### src/rtl/core/slp_pkg.sv
// Shared types, constants and helpers for the SIZE line parser and capture control.
package slp_pkg;

	// Default line buffer capacity in characters (line ends at capacity minus one).
	localparam int LINE_CAPACITY_DEF = 64;

	// Register reset value and value limits.
	localparam logic [15:0] TIMEOUT_RESET = 16'd5000;
	localparam logic [15:0] MAG_MAX = 16'd32767;
	localparam logic [15:0] TICK_MAX = 16'hFFFF;
	localparam logic [15:0] STORE_NONE = 16'hFFFF;

	// Characters of interest.
	localparam logic [7:0] CH_CR = 8'h0D;
	localparam logic [7:0] CH_LF = 8'h0A;
	localparam logic [7:0] CH_SP = 8'h20;
	localparam logic [7:0] CH_TAB = 8'h09;
	localparam logic [7:0] CH_S = 8'h53;
	localparam logic [7:0] CH_I = 8'h49;
	localparam logic [7:0] CH_Z = 8'h5A;
	localparam logic [7:0] CH_E = 8'h45;
	localparam logic [7:0] CH_PLUS = 8'h2B;
	localparam logic [7:0] CH_MINUS = 8'h2D;
	localparam logic [7:0] CH_0 = 8'h30;
	localparam logic [7:0] CH_9 = 8'h39;

	// Event kind of one input beat.
	typedef enum logic [1:0] {
		MODE_BYTE = 2'd0,
		MODE_TICK = 2'd1,
		MODE_REQ = 2'd2,
		MODE_POP = 2'd3
	} mode_t;

	// Line matcher phase.
	typedef enum logic [3:0] {
		PH_S = 4'd0,
		PH_I = 4'd1,
		PH_Z = 4'd2,
		PH_E = 4'd3,
		PH_WS1 = 4'd4,
		PH_SIGN1 = 4'd5,
		PH_DIG1 = 4'd6,
		PH_WS2 = 4'd7,
		PH_SIGN2 = 4'd8,
		PH_DIG2 = 4'd9,
		PH_DONE = 4'd10,
		PH_FAIL = 4'd11
	} phase_t;

	// Capture handshake state; encoding equals the reported status.
	typedef enum logic [1:0] {
		CAP_IDLE = 2'd0,
		CAP_PENDING = 2'd1,
		CAP_READY = 2'd2,
		CAP_TIMEOUT = 2'd3
	} cap_state_t;

	// Parser result for the beat being processed.
	typedef struct packed {
		logic commit;
		logic [15:0] median;
		logic [15:0] iqr;
	} parse_res_t;

	// Capture control result for the beat being processed.
	typedef struct packed {
		cap_state_t status;
		logic accepted;
		logic popped;
	} cap_res_t;

	function automatic logic is_space(input logic [7:0] c);
		return (c == CH_SP) || (c >= CH_TAB && c <= CH_CR);
	endfunction

	function automatic logic is_digit(input logic [7:0] c);
		return (c >= CH_0) && (c <= CH_9);
	endfunction

	function automatic logic is_sign(input logic [7:0] c);
		return (c == CH_PLUS) || (c == CH_MINUS);
	endfunction

	// value * 10 + digit, saturated at MAG_MAX
	function automatic logic [15:0] acc_digit(input logic [15:0] v, input logic [7:0] c);
		logic [18:0] t;
		t = {v, 3'b000} + {2'b00, v, 1'b0} + {15'd0, c[3:0]};
		return (t > {3'b000, MAG_MAX}) ? MAG_MAX : t[15:0];
	endfunction

endpackage

### src/rtl/core/slp_parser.sv
// Per-byte SIZE line matcher with stored median / IQR pair.
module slp_parser #(
	parameter int LINE_CAPACITY = slp_pkg::LINE_CAPACITY_DEF
) (
	input  logic clk,
	input  logic arst_n,
	input  logic step,
	input  slp_pkg::mode_t mode,
	input  logic [7:0] rx_byte,
	output slp_pkg::parse_res_t res
);

	localparam int LEN_W = $clog2(LINE_CAPACITY);
	localparam logic [LEN_W-1:0] LEN_LAST = LEN_W'(LINE_CAPACITY - 1);

	slp_pkg::phase_t phase_q, phase_d;
	logic [LEN_W-1:0] len_q, len_d;
	logic neg_q, neg_d;
	logic [15:0] acc_q, acc_d;
	logic [15:0] first_q, first_d;
	logic first_neg_q, first_neg_d;
	logic [15:0] median_q, median_d;
	logic [15:0] iqr_q, iqr_d;
	logic commit;
	logic [15:0] acc_c;

	assign acc_c = slp_pkg::acc_digit(acc_q, rx_byte);

	// Advance the matcher by one character, or close the line
	always_comb begin
		phase_d = phase_q;
		len_d = len_q;
		neg_d = neg_q;
		acc_d = acc_q;
		first_d = first_q;
		first_neg_d = first_neg_q;
		median_d = median_q;
		iqr_d = iqr_q;
		commit = 1'b0;
		if (step && mode == slp_pkg::MODE_BYTE && rx_byte != slp_pkg::CH_CR) begin
			if (rx_byte == slp_pkg::CH_LF || len_q >= LEN_LAST) begin
				// End of line: commit a well-formed pair, then clear the line
				if ((phase_q == slp_pkg::PH_DIG2 || phase_q == slp_pkg::PH_DONE) &&
						!first_neg_q && first_q != 16'd0 && (!neg_q || acc_q == 16'd0)) begin
					commit = 1'b1;
					median_d = first_q;
					iqr_d = acc_q;
				end
				phase_d = slp_pkg::PH_S;
				len_d = '0;
				neg_d = 1'b0;
				acc_d = '0;
				first_d = '0;
				first_neg_d = 1'b0;
			end else begin
				len_d = len_q + LEN_W'(1);
				unique case (phase_q)
					slp_pkg::PH_S: begin
						phase_d = (rx_byte == slp_pkg::CH_S) ? slp_pkg::PH_I : slp_pkg::PH_FAIL;
					end
					slp_pkg::PH_I: begin
						phase_d = (rx_byte == slp_pkg::CH_I) ? slp_pkg::PH_Z : slp_pkg::PH_FAIL;
					end
					slp_pkg::PH_Z: begin
						phase_d = (rx_byte == slp_pkg::CH_Z) ? slp_pkg::PH_E : slp_pkg::PH_FAIL;
					end
					slp_pkg::PH_E: begin
						phase_d = (rx_byte == slp_pkg::CH_E) ? slp_pkg::PH_WS1 : slp_pkg::PH_FAIL;
					end
					slp_pkg::PH_WS1: begin
						priority if (slp_pkg::is_space(rx_byte)) begin
							phase_d = slp_pkg::PH_WS1;
						end else if (slp_pkg::is_sign(rx_byte)) begin
							neg_d = (rx_byte == slp_pkg::CH_MINUS);
							phase_d = slp_pkg::PH_SIGN1;
						end else if (slp_pkg::is_digit(rx_byte)) begin
							acc_d = acc_c;
							phase_d = slp_pkg::PH_DIG1;
						end else begin
							phase_d = slp_pkg::PH_FAIL;
						end
					end
					slp_pkg::PH_SIGN1, slp_pkg::PH_SIGN2: begin
						if (slp_pkg::is_digit(rx_byte)) begin
							acc_d = acc_c;
							phase_d = (phase_q == slp_pkg::PH_SIGN1) ?
								slp_pkg::PH_DIG1 : slp_pkg::PH_DIG2;
						end else begin
							phase_d = slp_pkg::PH_FAIL;
						end
					end
					slp_pkg::PH_DIG1, slp_pkg::PH_WS2: begin
						if (phase_q == slp_pkg::PH_DIG1 && slp_pkg::is_digit(rx_byte)) begin
							acc_d = acc_c;
						end else begin
							// Start (or wait for) the second number
							if (phase_q == slp_pkg::PH_DIG1) begin
								first_d = acc_q;
								first_neg_d = neg_q;
								neg_d = 1'b0;
							end
							priority if (slp_pkg::is_space(rx_byte)) begin
								acc_d = '0;
								phase_d = slp_pkg::PH_WS2;
							end else if (slp_pkg::is_sign(rx_byte)) begin
								acc_d = '0;
								neg_d = (rx_byte == slp_pkg::CH_MINUS);
								phase_d = slp_pkg::PH_SIGN2;
							end else if (slp_pkg::is_digit(rx_byte)) begin
								acc_d = {12'd0, rx_byte[3:0]};
								phase_d = slp_pkg::PH_DIG2;
							end else begin
								acc_d = '0;
								phase_d = slp_pkg::PH_FAIL;
							end
						end
					end
					slp_pkg::PH_DIG2: begin
						if (slp_pkg::is_digit(rx_byte)) begin
							acc_d = acc_c;
						end else begin
							phase_d = slp_pkg::PH_DONE;
						end
					end
					default: begin
						phase_d = phase_q;
					end
				endcase
			end
		end
	end

	// Hold matcher state and stored pair
	always_ff @(posedge clk or negedge arst_n) begin
		if (!arst_n) begin
			phase_q <= slp_pkg::PH_S;
			len_q <= '0;
			neg_q <= 1'b0;
			acc_q <= '0;
			first_q <= '0;
			first_neg_q <= 1'b0;
			median_q <= slp_pkg::STORE_NONE;
			iqr_q <= slp_pkg::STORE_NONE;
		end else begin
			phase_q <= phase_d;
			len_q <= len_d;
			neg_q <= neg_d;
			acc_q <= acc_d;
			first_q <= first_d;
			first_neg_q <= first_neg_d;
			median_q <= median_d;
			iqr_q <= iqr_d;
		end
	end

	assign res.commit = commit;
	assign res.median = median_d;
	assign res.iqr = iqr_d;

endmodule

### src/rtl/core/slp_capture.sv
// Capture request state machine with millisecond timeout.
module slp_capture (
	input  logic clk,
	input  logic arst_n,
	input  logic step,
	input  slp_pkg::mode_t mode,
	input  logic commit,
	input  logic [15:0] timeout_ticks,
	output slp_pkg::cap_res_t res
);

	slp_pkg::cap_state_t state_q, state_d;
	logic [15:0] elapsed_q, elapsed_d;
	logic accepted, popped;

	// Next state, elapsed count and per-beat flags
	always_comb begin
		state_d = state_q;
		elapsed_d = elapsed_q;
		accepted = 1'b0;
		popped = 1'b0;
		if (step) begin
			unique case (mode)
				slp_pkg::MODE_BYTE: begin
					if (commit && state_q == slp_pkg::CAP_PENDING) begin
						state_d = slp_pkg::CAP_READY;
					end
				end
				slp_pkg::MODE_TICK: begin
					if (elapsed_q != slp_pkg::TICK_MAX) begin
						elapsed_d = elapsed_q + 16'd1;
					end
					if (state_q == slp_pkg::CAP_PENDING && elapsed_d >= timeout_ticks) begin
						state_d = slp_pkg::CAP_TIMEOUT;
					end
				end
				slp_pkg::MODE_REQ: begin
					if (state_q != slp_pkg::CAP_PENDING) begin
						state_d = slp_pkg::CAP_PENDING;
						elapsed_d = '0;
						accepted = 1'b1;
					end
				end
				slp_pkg::MODE_POP: begin
					if (state_q == slp_pkg::CAP_READY) begin
						state_d = slp_pkg::CAP_IDLE;
						popped = 1'b1;
					end else if (state_q == slp_pkg::CAP_TIMEOUT) begin
						state_d = slp_pkg::CAP_IDLE;
					end
				end
				default: begin
					state_d = state_q;
				end
			endcase
		end
	end

	// Hold state and tick count
	always_ff @(posedge clk or negedge arst_n) begin
		if (!arst_n) begin
			state_q <= slp_pkg::CAP_IDLE;
			elapsed_q <= '0;
		end else begin
			state_q <= state_d;
			elapsed_q <= elapsed_d;
		end
	end

	assign res.status = state_d;
	assign res.accepted = accepted;
	assign res.popped = popped;

endmodule

### src/rtl/core/size_line_parser_capture_ctl.sv
// Top level: SIZE line parser and capture control with input and result registers.
//
// Input channel (in_valid/in_ready) carries one event per beat: mode selects a
// received byte (rx_byte), a millisecond tick, a capture request or a result pop.
// Output channel (out_valid/out_ready) returns exactly one result beat per input
// beat: the stored median/IQR pair, the capture status after the event, and the
// per-beat flags measurement_updated, request_accepted, send_capture, pop_valid.
// Write the timeout register (cfg_we/cfg_wdata) only while idle; no check in block.
//
// A beat passes through the input register, then the parser and capture logic
// update their state and load the result register. Throughput is one beat per
// cycle while out_ready is high; the parser and capture state are both updated
// in a single pass from the input register.
// When out_ready is low the result register holds, the input register keeps its
// beat, and in_ready drops once both are full; no beat is lost or repeated.
// Reset (arst_n low) empties both registers, clears the line matcher, sets the
// stored pair to -1, the capture state to idle and timeout_ticks to 5000.
module size_line_parser_capture_ctl #(
	parameter int LINE_CAPACITY = slp_pkg::LINE_CAPACITY_DEF
) (
	input  logic clk,
	input  logic arst_n,
	input  logic cfg_we,
	input  logic [15:0] cfg_wdata,
	input  logic in_valid,
	output logic in_ready,
	input  logic [1:0] mode,
	input  logic [7:0] rx_byte,
	output logic out_valid,
	input  logic out_ready,
	output logic signed [15:0] median_size,
	output logic signed [15:0] iqr_um,
	output logic [1:0] capture_status,
	output logic measurement_updated,
	output logic request_accepted,
	output logic send_capture,
	output logic pop_valid
);

	logic [15:0] timeout_q;
	logic valid_s1;
	slp_pkg::mode_t mode_s1;
	logic [7:0] byte_s1;
	logic advance;
	logic valid_s2;
	logic [15:0] median_s2, iqr_s2;
	slp_pkg::cap_state_t status_s2;
	logic updated_s2, accepted_s2, popped_s2;
	slp_pkg::parse_res_t parse_res;
	slp_pkg::cap_res_t cap_res;

	// Timeout register
	always_ff @(posedge clk or negedge arst_n) begin
		if (!arst_n) begin
			timeout_q <= slp_pkg::TIMEOUT_RESET;
		end else if (cfg_we) begin
			timeout_q <= cfg_wdata;
		end
	end

	// Move a beat from the input register to the result register
	assign advance = valid_s1 && (!valid_s2 || out_ready);
	assign in_ready = !valid_s1 || advance;

	// Input register
	always_ff @(posedge clk or negedge arst_n) begin
		if (!arst_n) begin
			valid_s1 <= 1'b0;
		end else if (in_valid && in_ready) begin
			valid_s1 <= 1'b1;
		end else if (advance) begin
			valid_s1 <= 1'b0;
		end
	end

	always_ff @(posedge clk) begin
		if (in_valid && in_ready) begin
			mode_s1 <= slp_pkg::mode_t'(mode);
			byte_s1 <= rx_byte;
		end
	end

	slp_parser #(
		.LINE_CAPACITY(LINE_CAPACITY)
	) u_parser (
		.clk(clk),
		.arst_n(arst_n),
		.step(advance),
		.mode(mode_s1),
		.rx_byte(byte_s1),
		.res(parse_res)
	);

	slp_capture u_capture (
		.clk(clk),
		.arst_n(arst_n),
		.step(advance),
		.mode(mode_s1),
		.commit(parse_res.commit),
		.timeout_ticks(timeout_q),
		.res(cap_res)
	);

	// Result register
	always_ff @(posedge clk or negedge arst_n) begin
		if (!arst_n) begin
			valid_s2 <= 1'b0;
		end else if (advance) begin
			valid_s2 <= 1'b1;
		end else if (out_ready) begin
			valid_s2 <= 1'b0;
		end
	end

	always_ff @(posedge clk) begin
		if (advance) begin
			median_s2 <= parse_res.median;
			iqr_s2 <= parse_res.iqr;
			status_s2 <= cap_res.status;
			updated_s2 <= parse_res.commit;
			accepted_s2 <= cap_res.accepted;
			popped_s2 <= cap_res.popped;
		end
	end

	assign out_valid = valid_s2;
	assign median_size = median_s2;
	assign iqr_um = iqr_s2;
	assign capture_status = status_s2;
	assign measurement_updated = updated_s2;
	assign request_accepted = accepted_s2;
	assign send_capture = accepted_s2;
	assign pop_valid = popped_s2;

endmodule
### config.mk
export PLATFORM = sky130hd
export DESIGN_NAME = size_line_parser_capture_ctl
export DESIGN_NICKNAME = d
export VERILOG_FILES = /design/src/rtl/core/slp_pkg.sv /design/src/rtl/core/slp_parser.sv /design/src/rtl/core/slp_capture.sv /design/src/rtl/core/size_line_parser_capture_ctl.sv
export SDC_FILE = /design/constraint.sdc
export NUM_CORES = 1
export LEC_CHECK = 0
export BUFFER_PORTS_ARGS = -buffer_cell sky130_fd_sc_hd__buf_2
export CAP_MARGIN = 20
export CORE_MARGIN = 5
export CORE_UTILIZATION = 36
export CTS_CLUSTER_DIAMETER = 80
export CTS_CLUSTER_SIZE = 12
export DETAILED_ROUTE_END_ITERATION = 10
export PLACE_DENSITY = 0.63
export SLEW_MARGIN = 20
export SYNTH_ARGS = -nofsm -noshare
export SYNTH_HDL_FRONTEND = slang
export SYNTH_SLANG_ARGS = --single-unit
### constraint.sdc
create_clock -name clk -period 3.5 [get_ports clk]
set_clock_uncertainty 0.05 [all_clocks]
set_input_delay 0.175 -clock clk [delete_from_list [all_inputs] [get_ports clk]]
set_output_delay 0.175 -clock clk [all_outputs]
set_load 0.1 [all_outputs]
Word-level counts from Yosys, hierarchy flattened
Cells that the tools add are included.
W data, S select, Z words.

storage, ports and cells
  register bits after elaboration = 159
  word-level logic and storage cells = 179

operators by class
  add/subtract/negate cells = 4
  magnitude comparators = 7
  equality and inequality tests = 34
  multiplexer cells = 70
  reduce and logical (&&, ||, !) cells = 43

operators by type and width
  cell                     number
  $mux W16                 22
  $mux W4                  15
  $pmux W16 S3             1
  $eq A8 B7 Y1 const B     4
  $pmux W16 S2             1
  $pmux W4 S8              1
  $eq A8 B6 Y1 const B     3
  $mux W1                  20
  $add A19 B17 Y19         1
  $add A19 B4 Y19          1
  $gt A19 B15 Y1 const B   1
  $add A16 B1 Y16 const B  1
  $eq A4 B3 Y1 const B     4
  $ge A16 B16 Y1           1
  $logic_not A16 Y1        1
  $ne A16 B16 Y1 const B   1
  $reduce_bool A16 Y1      1
  $mux W2                  7
  $eq A4 B4 Y1 const B     3
  $logic_and A1 B1 Y1      12
  $ne A3 B2 Y1 const B     4
  $reduce_and A4 Y1        3
  $reduce_bool A2 Y1       5
  $reduce_bool A9 Y1       1
  other kinds (27)         44

Longest topological paths before layout
  depth after elaboration = 12
  mapped depth = 16
  gate-level depth less buffers = 15

By module
From an unflattened synthesis, not the netlist that was laid out.

second synthesis, totals
  cell total of the unflattened synthesis = 794
  area, all modules = 8752.1 um2

by module, submodules not included
  module                        times used  cells an instance  area an instance (um2)
  slp_parser                    1           489                4849.7
  size_line_parser_capture_ctl  1           90                 2163.3
  slp_capture                   1           215                1739.2

Least setup slack after synthesis
OpenSTA, ideal clock, no wires.

  kind = reg2reg
  start point = register u_capture.elapsed_q[0]
  end point = register status_s2[1], in the netlist capture_status[1], data pin
  setup time = 174 ps
  data arrival time = 3164 ps
  data required time = 3276 ps
  path slack = 113 ps
  cell stages (with the launch flop) = 14
  path buffers = 1
  clock period less this slack = 3387 ps
  path through = dfrtp_1 > ha_1 > nand2_1 > or3_1 > or3_1 > buf_2 > mux2_4 > ha_1 > a21o_1 > a211oi_1 > o31a_1 > o21ai_0 > or3b_2 > o2111ai_1

RTL lines
  element                   line                                 text
  start: declaration        slp_capture.sv:13                    logic [15:0] elapsed_q, elapsed_d;
  start signal: assignment  slp_capture.sv:66                    elapsed_q <= elapsed_d;
  end signal: assignment    size_line_parser_capture_ctl.sv:119  status_s2 <= cap_res.status;
  end: declaration          size_line_parser_capture_ctl.sv:47   slp_pkg::cap_state_t status_s2;

==> flow_summary.ini <==
[status]
outcome = completed

[clock_network]
cts_sinks = 159
numCtsBuffers = 17
clk-insertion-delay-late_ps = 420
clk_pin_slew_worst_paths_ps = 70
clockRootBuffer = clkbuf_16
cts_tree = done
htree_levels = 4
clock_path_buffers = 2

[yosys]
synth_ff_type = dfrtp_1
synth.distinct_cells = 73
synth.avg_cell_area_um2 = 10.74
synth_most_common_cell = nand2_1
synth_fp_nets = 879
synth-warning-count = 0
syn_inst = 797
seq_area_frac_synth = 0.4978
yosys-top-cells-count = 77 x nand2_1, 75 x dfrtp_1, 58 x o21ai_0
synth_area_mm2 = 0.008558
synth_area_leaders = dfrtp_1 22%, edfxtp_1 16%, dfstp_2 11%
synth_seq_cells = 159
post-synth-top-area-fraction = 0.2193
synth_area_leader_cell = dfrtp_1
synthArstFlopShare = 0.7044
synth_edf_count = 47

[timing]
slew_violations = 0
slew_headroom = 0.4131
period_share = 0.9595
layout_min_cycle_time_ps = 3358
finalSetupTns_ps = 0
rsz0062_at_grt = false
clock.fmax_mhz = 297.8
worstMarginPinSlew_ps = 880.4
hold_slack_ps = 11.03
fin_ws_ps = 141.6
setup_violations = 0
hold_violations = 0

[critical_path]
r2r_cells = 12
endpoint_kind = flop
crit_arrival_ps = 3560
worstSetupPathType = flop to flop
worst_setup_path_start_kind = flop
cp_max_fo = 5
required_ps = 3710

[floorplan]
ios = 71
die_height_um = 164.2
core_area_mm2 = 0.02347
die_x_um = 164.2
initial_core_util = 0.3646
die-area_mm2 = 0.02696
rows = 56

[routing]
routed_wl_um = 19610
detail-route-antenna-nets = 0
wire_per_inst_um = 15.77
drt_iter0_drc = 369
dr.pass1.iters = 5
avgViaCountPerCell = 5.252
route.detailed.drc = 0
vias = 6528

[layout]
fillers = 2221
final_nets = 993
syn2layout_area_growth_pct = 20.21
fin_util = 0.4383
drive_gt1_frac = 0.2489
final_cell_area_mm2 = 0.01029
diodes = 0

[place]
io_buffers = 70
place_congestion = 0.8563
preCtsSetupSlack_ps = 22.87
place_area_mm2 = 0.009398
dp_hpwl_um = 14040

[hold_path]
hold-path-cell-count = 3
hold_path_class = input pin to flop

[global_routing]
grt_pass1_vias = 6331
grt_use_total = 0.1485
antenna_found_initial = 0
grt_pass1_wl_um = 32210
grt_max_degree = 69
overflow = 0

[power]
peakVddDrop_uv = 285.8
powerDensity_mw_per_mm2 = 462.2
p_leak_nw = 4.502

[job]
drv_cap = 0
==> path summary, 6_finish.rpt <==
check                                     to                   start  slack [ps]
setup reg to reg           capture_status[1]  u_capture.elapsed_q[1]         140
hold / removal                      valid_s1               out_ready          10
setup / recovery           capture_status[1]  u_capture.elapsed_q[1]         140
min in group asynchronous      timeout_q[11]                  arst_n         380
max in group asynchronous  u_parser.iqr_q[3]                  arst_n        2210
hold reg to reg            u_parser.len_q[3]       u_parser.len_q[3]         460
==> sequential cells by signal, summed over array words and instances, names as in the netlist, 4 cells and up <==
| register | cells |
|---|---|
| iqr_um | 16 |
| u_parser.iqr_q | 16 |
| u_parser.first_q | 16 |
| byte_s1 | 8 |
| u_capture.elapsed_q | 16 |
| u_parser.len_q | 6 |
| u_parser.phase_q | 4 |
| timeout_q | 16 |
| u_parser.median_q | 16 |
| median_size | 16 |
| u_parser.acc_q | 16 |
==> cells by family after synthesis <==
family                   synth area share
AO/OA/AOI/OAI                      0.1683
XOR/XNOR                          0.02558
flip-flops                         0.4978
multiplexers                      0.04751
AND/OR/NAND/NOR                    0.1450
adder cells (fa/ha/maj)           0.07632
buffers and inverters             0.03947
==> through the flow <==
step | cells | total power [W]
after floorplan | 797 | 0.002768
after global placement | 1181 | 0.002976
after detailed placement | 1181 | 0.002986
after CTS | 1241 | 0.004803
after global routing | 1243 | 0.004996
final | 1243 | 0.004755
==> placed cells by master (no fill, tap or decap), types with 38 or more instances in the layout <==
| master | instances |
|---|---|
| buf_4 | 38 |
| edfxtp_1 | 47 |
| dfrtp_1 | 75 |
| a21oi_1 | 52 |
| nor2_1 | 38 |
| nand2_1 | 77 |
| o21ai_0 | 57 |
| ha_1 | 49 |
| buf_2 | 69 |
==> where the power goes <==
| part | internal (W) | total (W) | switching, W |
|---|---|---|---|
| clock network | 0.000992 | 0.00178 | 0.000787 |
| registers | 0.00203 | 0.00213 | 0.000100 |
| logic | 0.000279 | 0.000844 | 0.000565 |
==> repair_timing <==
| action | 4_1_cts | 5_1_grt |
|---|---|---|
| setup buffers | 0 | 2 |
| hold buffers | 28 | 0 |
| endpoints found under the hold margin | 79 | 0 |
| endpoints found under the setup margin | 0 | 17 |
| resized for setup | 0 | 8 |
==> layer usage <==
metal	GRT usage	vias to the layer above	wire length, um
met5	0	-	0
li1	-	3194	-
met3	0.03839	14	1044
met2	0.2305	147	8896
met1	0.2064	3173	9450
met4	0.04041	0	213
==> cell type report <==
type,count,area (um2),share of cell area
clock inverters,14,131.4,0.01277
flip-flops and latches,159,4260,0.4141
well taps,319,399.1,0.03880
inverters,38,142.6,0.01387
clock buffers,18,429.2,0.04172
multi-input cells,559,3994,0.3882
repair buffers,136,930.9,0.09049
==> critical path, cell delays in order, from the launching register on <==
cell and delay (ps):
dfrtp_1 350, ha_1 160, nand2_1 70, or3_4 400, or3_4 430, mux2_4 320, ha_1 280, a21o_1 100
a211oi_1 70, o31a_1 280, o21ai_1 130, or3b_2 470, o2111ai_2 90
Note: power is estimated with default switching activity, not from simulation.
